**config.mk**
```make
export PLATFORM = sky130hd
export DESIGN_NAME = bra_run_scan
export DESIGN_NICKNAME = d
export VERILOG_FILES = /design/src/sv/bra_pkg.sv /design/src/sv/bra_run_scan.sv
export SDC_FILE = /design/constraint.sdc
export NUM_CORES = 1
export LEC_CHECK = 0
export BUFFER_PORTS_ARGS = -buffer_cell sky130_fd_sc_hd__buf_2
export CAP_MARGIN = 15
export CORE_ASPECT_RATIO = 0.7
export CORE_MARGIN = 5
export CORE_UTILIZATION = 40
export DETAILED_ROUTE_END_ITERATION = 16
export GPL_ROUTABILITY_DRIVEN = 0
export GPL_TIMING_DRIVEN = 0
export PLACE_DENSITY = 0.68
export SYNTH_ARGS = -nofsm -noshare
export SYNTH_HDL_FRONTEND = slang
export SYNTH_SLANG_ARGS = --single-unit
```
**constraint.sdc**
```tcl
create_clock -name vclk -period 8.2
set_input_delay 0.82 -clock vclk [all_inputs]
set_output_delay 0.82 -clock vclk [all_outputs]
set_load 0.02 [all_outputs]
```
**src/sv/bra_pkg.sv**
```systemverilog
// types and constants of the bitmap run allocator
package bra_pkg;

    // field widths
    localparam int FUNC_W     = 2;
    localparam int INDEX_W    = 21;
    localparam int COUNT_W    = 13;
    localparam int BASE_W     = 20;
    localparam int LEN_W      = 10;
    localparam int CFG_IDX_W  = 1;
    localparam int CFG_DATA_W = 20;

    // register reset values
    localparam logic [BASE_W-1:0] BASE_RESET = '0;
    localparam logic [LEN_W-1:0]  LEN_RESET  = 10'd512;

    // register indexes
    localparam logic [CFG_IDX_W-1:0] REG_BASE_OFFSET  = 1'b0;
    localparam logic [CFG_IDX_W-1:0] REG_LENGTH_BYTES = 1'b1;

    // operation codes
    typedef enum logic [FUNC_W-1:0] {
        FUNC_TEST  = 2'd0,
        FUNC_SET   = 2'd1,
        FUNC_SCAN  = 2'd2,
        FUNC_CLEAR = 2'd3
    } func_t;

    // sequencer states
    typedef enum logic [2:0] {
        S_INIT,
        S_IDLE,
        S_ACCESS,
        S_MODIFY,
        S_SCAN,
        S_MARK,
        S_WIPE,
        S_DONE
    } state_t;

    // result of walking one byte of the map
    typedef struct packed {
        logic               hit;
        logic [2:0]         hit_pos;
        logic [COUNT_W-1:0] run_next;
    } scan_res_t;

endpackage

```
**src/sv/bra_run_scan.sv**
```systemverilog
// run counter over the eight units of one bitmap byte
module bra_run_scan (
    input  logic [7:0]                  byte_data,
    input  logic [bra_pkg::COUNT_W-1:0] run_in,
    input  logic [bra_pkg::COUNT_W-1:0] count,
    output bra_pkg::scan_res_t          res
);

    // walk the units lowest first, note the first unit that completes the run
    always_comb begin
        logic [bra_pkg::COUNT_W-1:0] run;
        logic                        hit;
        logic [2:0]                  pos;
        run = run_in;
        hit = 1'b0;
        pos = '0;
        for (int j = 0; j < 8; j++) begin
            run = byte_data[j] ? '0 : run + bra_pkg::COUNT_W'(1);
            if (!hit && run == count) begin
                hit = 1'b1;
                pos = 3'(j);
            end
        end
        res.hit      = hit;
        res.hit_pos  = pos;
        res.run_next = run;
    end

endmodule

```
==> results.sh, run 1 <==
export IMPL_status="complete, no violations"
export IMPL_relSlewSlack_pct=52.4
export IMPL_multi_input_area_um2=5700
export IMPL_grt_pass1_wl_um=29700
export IMPL_final_antenna_net_count=0
export IMPL_routedWlPerCell_um=18.6
export IMPL_syn_num_nets=819
export IMPL_cp_startpoint="byte_data[0]"
export IMPL_path_class="in2out"
export IMPL_yosysSeqAreaShare_pct=0
export IMPL_n_sequential_cell=0
export IMPL_rows=35
export IMPL_hold_viol_final=0
export IMPL_initial_utilization_pct=40.7
export IMPL_grt_antenna_before_repair=0
export IMPL_wirelength_um=19100
export IMPL_final_setup_viol_count=0
export IMPL_grt_usage_pct=22.2
export IMPL_die_w_um=148
export IMPL_hold_path_startpoint="byte_data[7]"
export IMPL_yosys_warnings=0
export IMPL_synth_top_cell_area_share_pct=12.0
export IMPL_finalCriticalPeriod_ns=8.03
export IMPL_post_route_period_util_pct=97.9
export IMPL_cellPowerDensity_nw_per_um2=36.5
export IMPL_hold_path_class="in2out"
export IMPL_cp_end_kind="primary output"
export IMPL_n_antenna_cell=0
export IMPL_worst_endpoint_arrival_ns=7.21
export IMPL_synthToLayoutAreaGrowth_pct=27.0
export IMPL_grt_overflow=0
export IMPL_hpwl_um=14600
export IMPL_grt_max_degree=11
export IMPL_syn_inst=777
export IMPL_crit_buf_inv=8
export IMPL_cpPeakStageDelay_ns=0.54
export IMPL_peakVddDrop_mv=0.0178
export IMPL_clock_fmax_mhz=125
export IMPL_final_setup_tns_ns=0
export IMPL_worst_slew_pin_slew_ns=0.713
export IMPL_grt_pass1_vias=5698
export IMPL_core_area_um2=13100
export IMPL_p_leak_nw=2.40
export IMPL_drc=0
export IMPL_drt_first_pass_iters=5
export IMPL_pre_cts_ws_ns=-1.41
export IMPL_holdBufCountCts=0
export IMPL_synth_area_top_cells="xnor2_1 12%, xor2_1 10%, nor2_1 5.4%"
export IMPL_port_buffers=47
export IMPL_clkbuf_count=0
export IMPL_cp_common_cell="buf_4"
export IMPL_crit_fanout=10
export IMPL_synth_top_cell_by_area="xnor2_1"
export IMPL_fin_ws_ns=0.172
export IMPL_post_synth_cell_area_avg_um2=6.88
export IMPL_start_kind="primary input"
export IMPL_slowest_stage="or4_4"
export IMPL_die_area_um2=15800
export IMPL_fillCellCount=1284
export IMPL_worstPathRequired_ns=7.38
export IMPL_fin_nets=908
export IMPL_ioPinCount=51
export IMPL_max_cap_viol_count=0
export IMPL_critPathTopFamily="simple AND/OR/NAND/NOR gates"
export IMPL_synth_commonest_cells="77 x nor2_1, 73 x xnor2_1, 62 x xor2_1, 49 x nand2_1, 33 x a21oi_1"
export IMPL_yosysUniqueCellTypes=93
export IMPL_first_iter_violations=668
export IMPL_via_count=6491
export IMPL_drv_slew=0
export IMPL_synth_area_um2=5350
export IMPL_synth_most_common_cell="nor2_1"
export IMPL_drive_gt1_share_pct=27.0
export IMPL_fp_dieH_um=107
export IMPL_seqCellArea_um2=0
export IMPL_vias_per_cell=6.30
layout by cell type, fill, tap and decap left out, types with 6 or more instances in the layout:
| cell | netlist | final |
|---|---|---|
| o211ai_1 | 6 | 6 |
| nor2_1 | 77 | 72 |
| nor2b_1 | 16 | 13 |
| xor2_1 | 62 | 57 |
| xnor2_2 | 2 | 9 |
| and2_1 | 9 | 7 |
| a21o_1 | 6 | 6 |
| nor4_1 | 13 | 11 |
| nand2_1 | 49 | 46 |
| o211a_1 | 6 | 6 |
| buf_4 | 2 | 48 |
| and4_1 | 9 | 9 |
| nor3_1 | 27 | 24 |
| nor4b_1 | 11 | 10 |
| o21ai_0 | 22 | 18 |
| a21oi_1 | 33 | 28 |
| inv_1 | 19 | 16 |
| xnor2_1 | 73 | 64 |
| nand4_1 | 26 | 26 |
| buf_2 | 10 | 49 |
| or2_2 | 6 | 6 |
| o21ai_1 | 6 | 8 |
| clkbuf_1 | 32 | 27 |
| mux2i_1 | 17 | 12 |
| o21a_1 | 7 | 7 |
| o32ai_1 | 9 | 8 |
| mux2_2 | 5 | 6 |
| nand3_1 | 21 | 20 |
| or3_1 | 18 | 16 |
| a31oi_1 | 17 | 16 |
| and3_1 | 14 | 14 |
| a211oi_1 | 9 | 6 |
power by group:
part	switching, mW	internal, mW
logic	0.154	0.0939
registers	0	0
clock network	0	0
total	0.154	0.0939
worst min-delay path, delay by kind of cell:
family	cells	cell delay (ns)
AND/OR/NAND/NOR	1	0.06
buffers and inverters	2	0.26
path summary, 6_finish.rpt:
path / slack, ns / depth (start not counted) / endpoint
max: 0.17 / 29 / res[13]
min: 1.97 / 3 / res[3]
kinds of logic after synthesis:
logic type,after synthesis,share of synthesized area (%)
adders and majority gates,8,1.87
and+or+nand+nor,350,37.5
AOI/OAI and AO/OA,181,25.0
xor gates and xnor gates,142,24.7
muxes,27,5.50
buffers and inverters,69,5.36
routing by layer:
layer	wire (um)	part of all wire (%)	GRT usage (%)	up-vias
met5	0	0	0	-
met4	81	0.42	1.38	0
met3	2230	12	3.46	8
met2	7770	41	31.7	322
met1	9050	47	35.8	3078
li1	-	-	-	3083
area by class of cell:
type | count | share of cell area (%)
buffer | 45 | 3.52
inverter | 21 | 1.20
multi-input combinational | 708 | 83.9
tap | 166 | 3.06
timing repair buffer | 90 | 8.34
stage by stage:
| stage | hold slack [ns] | total power [mW] | cells | instance area, um^2 | utilization (%) |
|---|---|---|---|---|---|
| global route | 1.99 | 0.267 | 1030 | 6790 | 51.7 |
| global placement | 1.97 | 0.210 | 990 | 5810 | 44.2 |
| CTS | 1.97 | 0.224 | 1009 | 6220 | 47.4 |
| finish | 1.97 | 0.248 | 1030 | 6790 | 51.7 |
| floorplan | 1.73 | 0.157 | 777 | 5370 | - |
| detailed placement | 1.97 | 0.213 | 990 | 5810 | 44.2 |
what timing repair did:
action / 4_1_cts / 5_1_grt
setup endpoints to repair: 9 / 4
resized for setup: 58 / 85
setup buffers: 20 / 23
pin swaps: 15 / 26
No activity file was read; power rests on OpenSTA's default activity.
==> run 2, diff against run 1 <==
- CELL_PAD_IN_SITES_DETAIL_PLACEMENT: unset -> 1
- CELL_PAD_IN_SITES_GLOBAL_PLACEMENT: unset -> 2
- CORE_UTILIZATION: 40 -> 39
- PLACE_DENSITY: 0.68 -> 0.95
- clock period: 8.2 -> 9.65 ns (I/O delays scaled with it)
==> results.sh, run 2 (synthesis results as in run 1) <==
export IMPL_grt_busiest_layer="met1"
export IMPL_clkbuf_count=0
export IMPL_intPower_mw=0.0701
export IMPL_worst_endpoint_arrival_ns=8.30
export IMPL_hold_ws_ns=2.26
export IMPL_wirelength_um=21500
export IMPL_hpwl_um=17600
export IMPL_drv_slew=0
export IMPL_worstPathRequired_ns=8.69
export IMPL_grt_pass1_vias=6225
export IMPL_start_kind="primary input"
export IMPL_hold_viol_final=0
export IMPL_n_sequential_cell=0
export IMPL_worst_slew_pin_slew_ns=0.746
export IMPL_p_comb_share_pct=100.0
export IMPL_grt_use_met1_pct=40.4
export IMPL_via_count=6397
export IMPL_utilization_pct=45.4
export IMPL_post_route_period_util_pct=96.0
export IMPL_cellPowerDensity_nw_per_um2=32.9
export IMPL_ioPinCount=51
export IMPL_fin_ws_ns=0.386
export IMPL_placed_cell_area_um2=5820
export IMPL_die_w_um=150
export IMPL_pre_cts_ws_ns=-0.639
export IMPL_dp_cells=1009
export IMPL_synthToLayoutAreaGrowth_pct=13.1
export IMPL_whs_path_depth=3
export IMPL_grt_pass1_wl_um=34000
export IMPL_use_met2_pct=39.5
export IMPL_die_area_um2=16200
export IMPL_path_class="in2out"
export IMPL_relSlewSlack_pct=50.3
export IMPL_clkPwrFrac_pct=0
export IMPL_hold_path_class="in2out"
export IMPL_final_instance_count_excl_fill=1011
export IMPL_drt_first_pass_iters=5
export IMPL_drive_gt1_share_pct=17.4
export IMPL_grt_overflow=0
export IMPL_max_cap_viol_count=0
export IMPL_fin_nets=870
export IMPL_grt_usage_pct=25.7
export IMPL_final_antenna_net_count=0
export IMPL_p_seq_share_pct=0
export IMPL_status="complete, no violations"
export IMPL_core_area_um2=13300
export IMPL_p_leak_nw=2.09
export IMPL_seqCellArea_um2=0
export IMPL_power_switching_mw=0.129
export IMPL_drc=0
export IMPL_fp_dieH_um=108
export IMPL_vias_per_cell=6.33
export IMPL_initial_utilization_pct=40.2
export IMPL_peakVddDrop_mv=0.0187
export IMPL_grt_max_degree=11
export IMPL_n_antenna_cell=0
export IMPL_design_area_um2=6050
export IMPL_finalCriticalPeriod_ns=9.26
export IMPL_clock_fmax_mhz=108
export IMPL_crit_fanout=10
export IMPL_met3_usage_pct=2.43
export IMPL_final_setup_viol_count=0
export IMPL_port_buffers=47
export IMPL_routedWlPerCell_um=21.2
export IMPL_sw_frac_of_total_pct=64.8
export IMPL_final_common_cell="nor2_1"
export IMPL_cp_end_kind="primary output"
export IMPL_first_iter_violations=506
export IMPL_grt_antenna_before_repair=1
export IMPL_rows=35
export IMPL_final_cell_mix="74 x nor2_1, 71 x xnor2_1, 58 x xor2_1"
-- run 2: power groups by stage --
stage	clock, mW	combinational, mW	sequential [mW]
5_1_grt	0	0.215	0
3_3_place_gp	0	0.180	0
3_5_place_dp	0	0.188	0
6_report	0	0.199	0
2_1_floorplan	0	0.133	0
4_1_cts	0	0.191	0
-- run 2: critical path, stage by stage --
cell and delay [ns]:
buf_2 0.16, clkbuf_4 0.25, clkbuf_4 0.27, clkbuf_4 0.26, nor2b_2 0.08, ha_1 0.28
nand2b_1 0.13, inv_1 0.11, ha_2 0.24, or4_4 0.53, nand3_2 0.09, and2_1 0.25
nand2_1 0.16, or4_1 0.52, buf_2 0.19, xor2_2 0.21, a211o_1 0.40, a2111oi_4 0.47
xnor2_2 0.24, or3b_1 0.50, xnor2_2 0.19, nor2_1 0.22, nor4b_1 0.29, o2111ai_1 0.22
a2111oi_2 0.39, nand3_1 0.21, o31ai_1 0.26, buf_2 0.20
-- run 2: stage by stage --
step,power (mW),TNS (ns)
final,0.199,0
after global routing,0.215,-0.0140
after CTS,0.191,0
after detailed placement,0.188,-2.36
after global placement,0.180,-0.937
after floorplan,0.133,0
-- run 2: layout make-up --
cell class	count	area (um^2)
Timing Repair Buffer	50	258
Fill cell	1767	7260
Multi-Input combinational cell	708	5270
Inverter	21	78.8
Tap cell	185	231
Buffer	47	215
-- run 2: layer usage --
| layer | wire, um | up-vias |
|---|---|---|
| li1 | - | 3005 |
| met1 | 10600 | 3166 |
| met2 | 9070 | 211 |
| met3 | 1660 | 15 |
| met4 | 116 | 0 |
| met5 | 0 | - |
-- run 2: path summary, 6_finish.rpt --
check             endpoint          from  slack (ns)
setup / recovery   res[13]  byte_data[0]        0.39
hold / removal      res[2]  byte_data[7]        2.26
-- run 2: timing repair --
action / 4_1_cts / 5_1_grt
endpoints found under the setup margin: 4 / 4
hold buffers: 0 / 0
pin swaps: 0 / 3
setup buffers: 0 / 3
resized for setup: 15 / 33
==> run 3, diff against run 2 <==
- CAP_MARGIN: 15 -> 10
- PLACE_DENSITY: 0.95 -> unset
- PLACE_DENSITY_LB_ADDON: unset -> 0.2
==> results.sh, run 3 (synthesis results as in run 1) <==
export IMPL_status="complete, no violations"
export IMPL_hold_path_class="in2out"
export IMPL_crit_end="res[13]"
export IMPL_n_antenna_cell=0
export IMPL_port_buffers=47
export IMPL_start_kind="primary input"
export IMPL_final_common_cell="nor2_1"
export IMPL_ioPinCount=51
export IMPL_crit_fanout=10
export IMPL_final_cell_mix="74 x nor2_1, 72 x xnor2_1, 59 x xor2_1"
export IMPL_n_sequential_cell=0
export IMPL_seqCellArea_um2=0
export IMPL_final_antenna_net_count=0
export IMPL_p_seq_share_pct=0
export IMPL_clkbuf_count=0
export IMPL_vias_per_cell=6.33
export IMPL_cellPowerDensity_nw_per_um2=33.2
export IMPL_die_area_um2=16200
export IMPL_finalCriticalPeriod_ns=9.25
export IMPL_p_comb_share_pct=100.0
export IMPL_clkPwrFrac_pct=0
export IMPL_grt_setup_unrepaired="no"
export IMPL_routedWlPerCell_um=21.5
export IMPL_power_total_mw=0.199
export IMPL_wirelength_um=21700
export IMPL_peakVddDrop_mv=0.0201
export IMPL_relSlewSlack_pct=50.8
export IMPL_drt_first_pass_iters=5
export IMPL_power_switching_mw=0.129
export IMPL_hold_viol_final=0
export IMPL_hold_path_startpoint="byte_data[7]"
export IMPL_grt_antenna_before_repair=0
export IMPL_grt_pass1_wl_um=33800
export IMPL_worstPathRequired_ns=8.69
export IMPL_sw_frac_of_total_pct=64.9
export IMPL_fp_dieH_um=108
export IMPL_worst_slew_pin_slew_ns=0.738
export IMPL_core_area_um2=13300
export IMPL_path_class="in2out"
export IMPL_grt_pass1_vias=6055
export IMPL_final_setup_viol_count=0
export IMPL_intPower_mw=0.0699
export IMPL_holdBufCountCts=0
export IMPL_cp_startpoint="byte_data[0]"
export IMPL_post_route_period_util_pct=95.8
export IMPL_fillCellCount=1796
export IMPL_p_leak_nw=2.07
export IMPL_synthToLayoutAreaGrowth_pct=12.1
export IMPL_drc=0
export IMPL_max_cap_viol_count=0
export IMPL_hpwl_um=18000
export IMPL_initial_utilization_pct=40.2
export IMPL_grt_overflow=0
export IMPL_die_w_um=150
export IMPL_worst_endpoint_arrival_ns=8.28
export IMPL_utilization_pct=45.0
export IMPL_clock_fmax_mhz=108
export IMPL_fin_nets=869
export IMPL_drv_slew=0
export IMPL_rows=35
export IMPL_drive_gt1_share_pct=16.7
export IMPL_first_iter_violations=550
export IMPL_cp_end_kind="primary output"
export IMPL_via_count=6389
export IMPL_grt_usage_pct=25.8
export IMPL_grt_max_degree=11
==> run 3: timing repair <==
item | 4_1_cts | 5_1_grt
setup endpoints to repair | 4 | 4
resized for setup | 13 | 26
buffers inserted | 1 | 1
pin swaps | 0 | 1
==> run 3: routing by layer <==
| layer | share of wire [%] | global-route usage (%) | wire length [um] | vias up |
|---|---|---|---|---|
| li1 | - | - | - | 2995 |
| met1 | 52 | 42.3 | 11200 | 3167 |
| met2 | 40 | 37.8 | 8670 | 222 |
| met3 | 8.3 | 2.26 | 1800 | 5 |
| met4 | 0.11 | 0.326 | 23 | 0 |
| met5 | 0 | 0 | 0 | - |
==> run 3: worst max-delay path, cell delays in order <==
cell and delay, ns:
buf_2 0.17, clkbuf_4 0.25, clkbuf_4 0.26, clkbuf_4 0.26, nor2b_2 0.08, ha_1 0.27, nand2b_1 0.13, inv_1 0.10
ha_2 0.24, or4_4 0.54, nand3_2 0.09, and2_1 0.27, nand2_1 0.15, or4_1 0.50, buf_2 0.18, xor2_1 0.21
a211o_1 0.40, a2111oi_4 0.48, xnor2_2 0.24, or3b_1 0.50, xnor2_2 0.19, nor2_1 0.22, nor4b_1 0.28, o2111ai_1 0.21
a2111oi_2 0.39, nand3_1 0.22, o31ai_1 0.26, buf_2 0.20
==> run 3: how the worst min path moves through the flow <==
stage,to,slack [ns],cells after the start
floorplan,res[2],2.02,1
global placement,res[2],2.26,3
detailed placement,res[2],2.27,3
CTS,res[2],2.27,3
global route,res[2],2.30,3
finish,res[2],2.26,3
==> run 3: stage by stage <==
stage                     cell area (um^2)  setup slack, ns  std cells  hold slack (ns)  setup TNS [ns]
final                                 6000            0.403       1010             2.26               0
after global routing                  6000          0.00948       1010             2.30               0
after CTS                             5890          0.00556       1010             2.27               0
after detailed placement              5820           -0.647       1009             2.27           -2.29
after global placement                5820           -0.379       1009             2.26           -1.20
after floorplan                       5350            0.780        777             2.02               0
==> run 3: area by class of cell <==
type | instances | area (um^2) | area share (%)
Buffer | 47 | 215 | 3.59
Inverter | 21 | 78.8 | 1.31
Multi-Input combinational cell | 708 | 5220 | 87.1
Tap cell | 185 | 231 | 3.86
Timing Repair Buffer | 49 | 250 | 4.17
==> run 3: power groups by stage <==
stage	registers [mW]	clock network, mW	logic, mW
finish	0	0	0.199
global route	0	0	0.215
CTS	0	0	0.193
detailed placement	0	0	0.190
global placement	0	0	0.183
floorplan	0	0	0.133
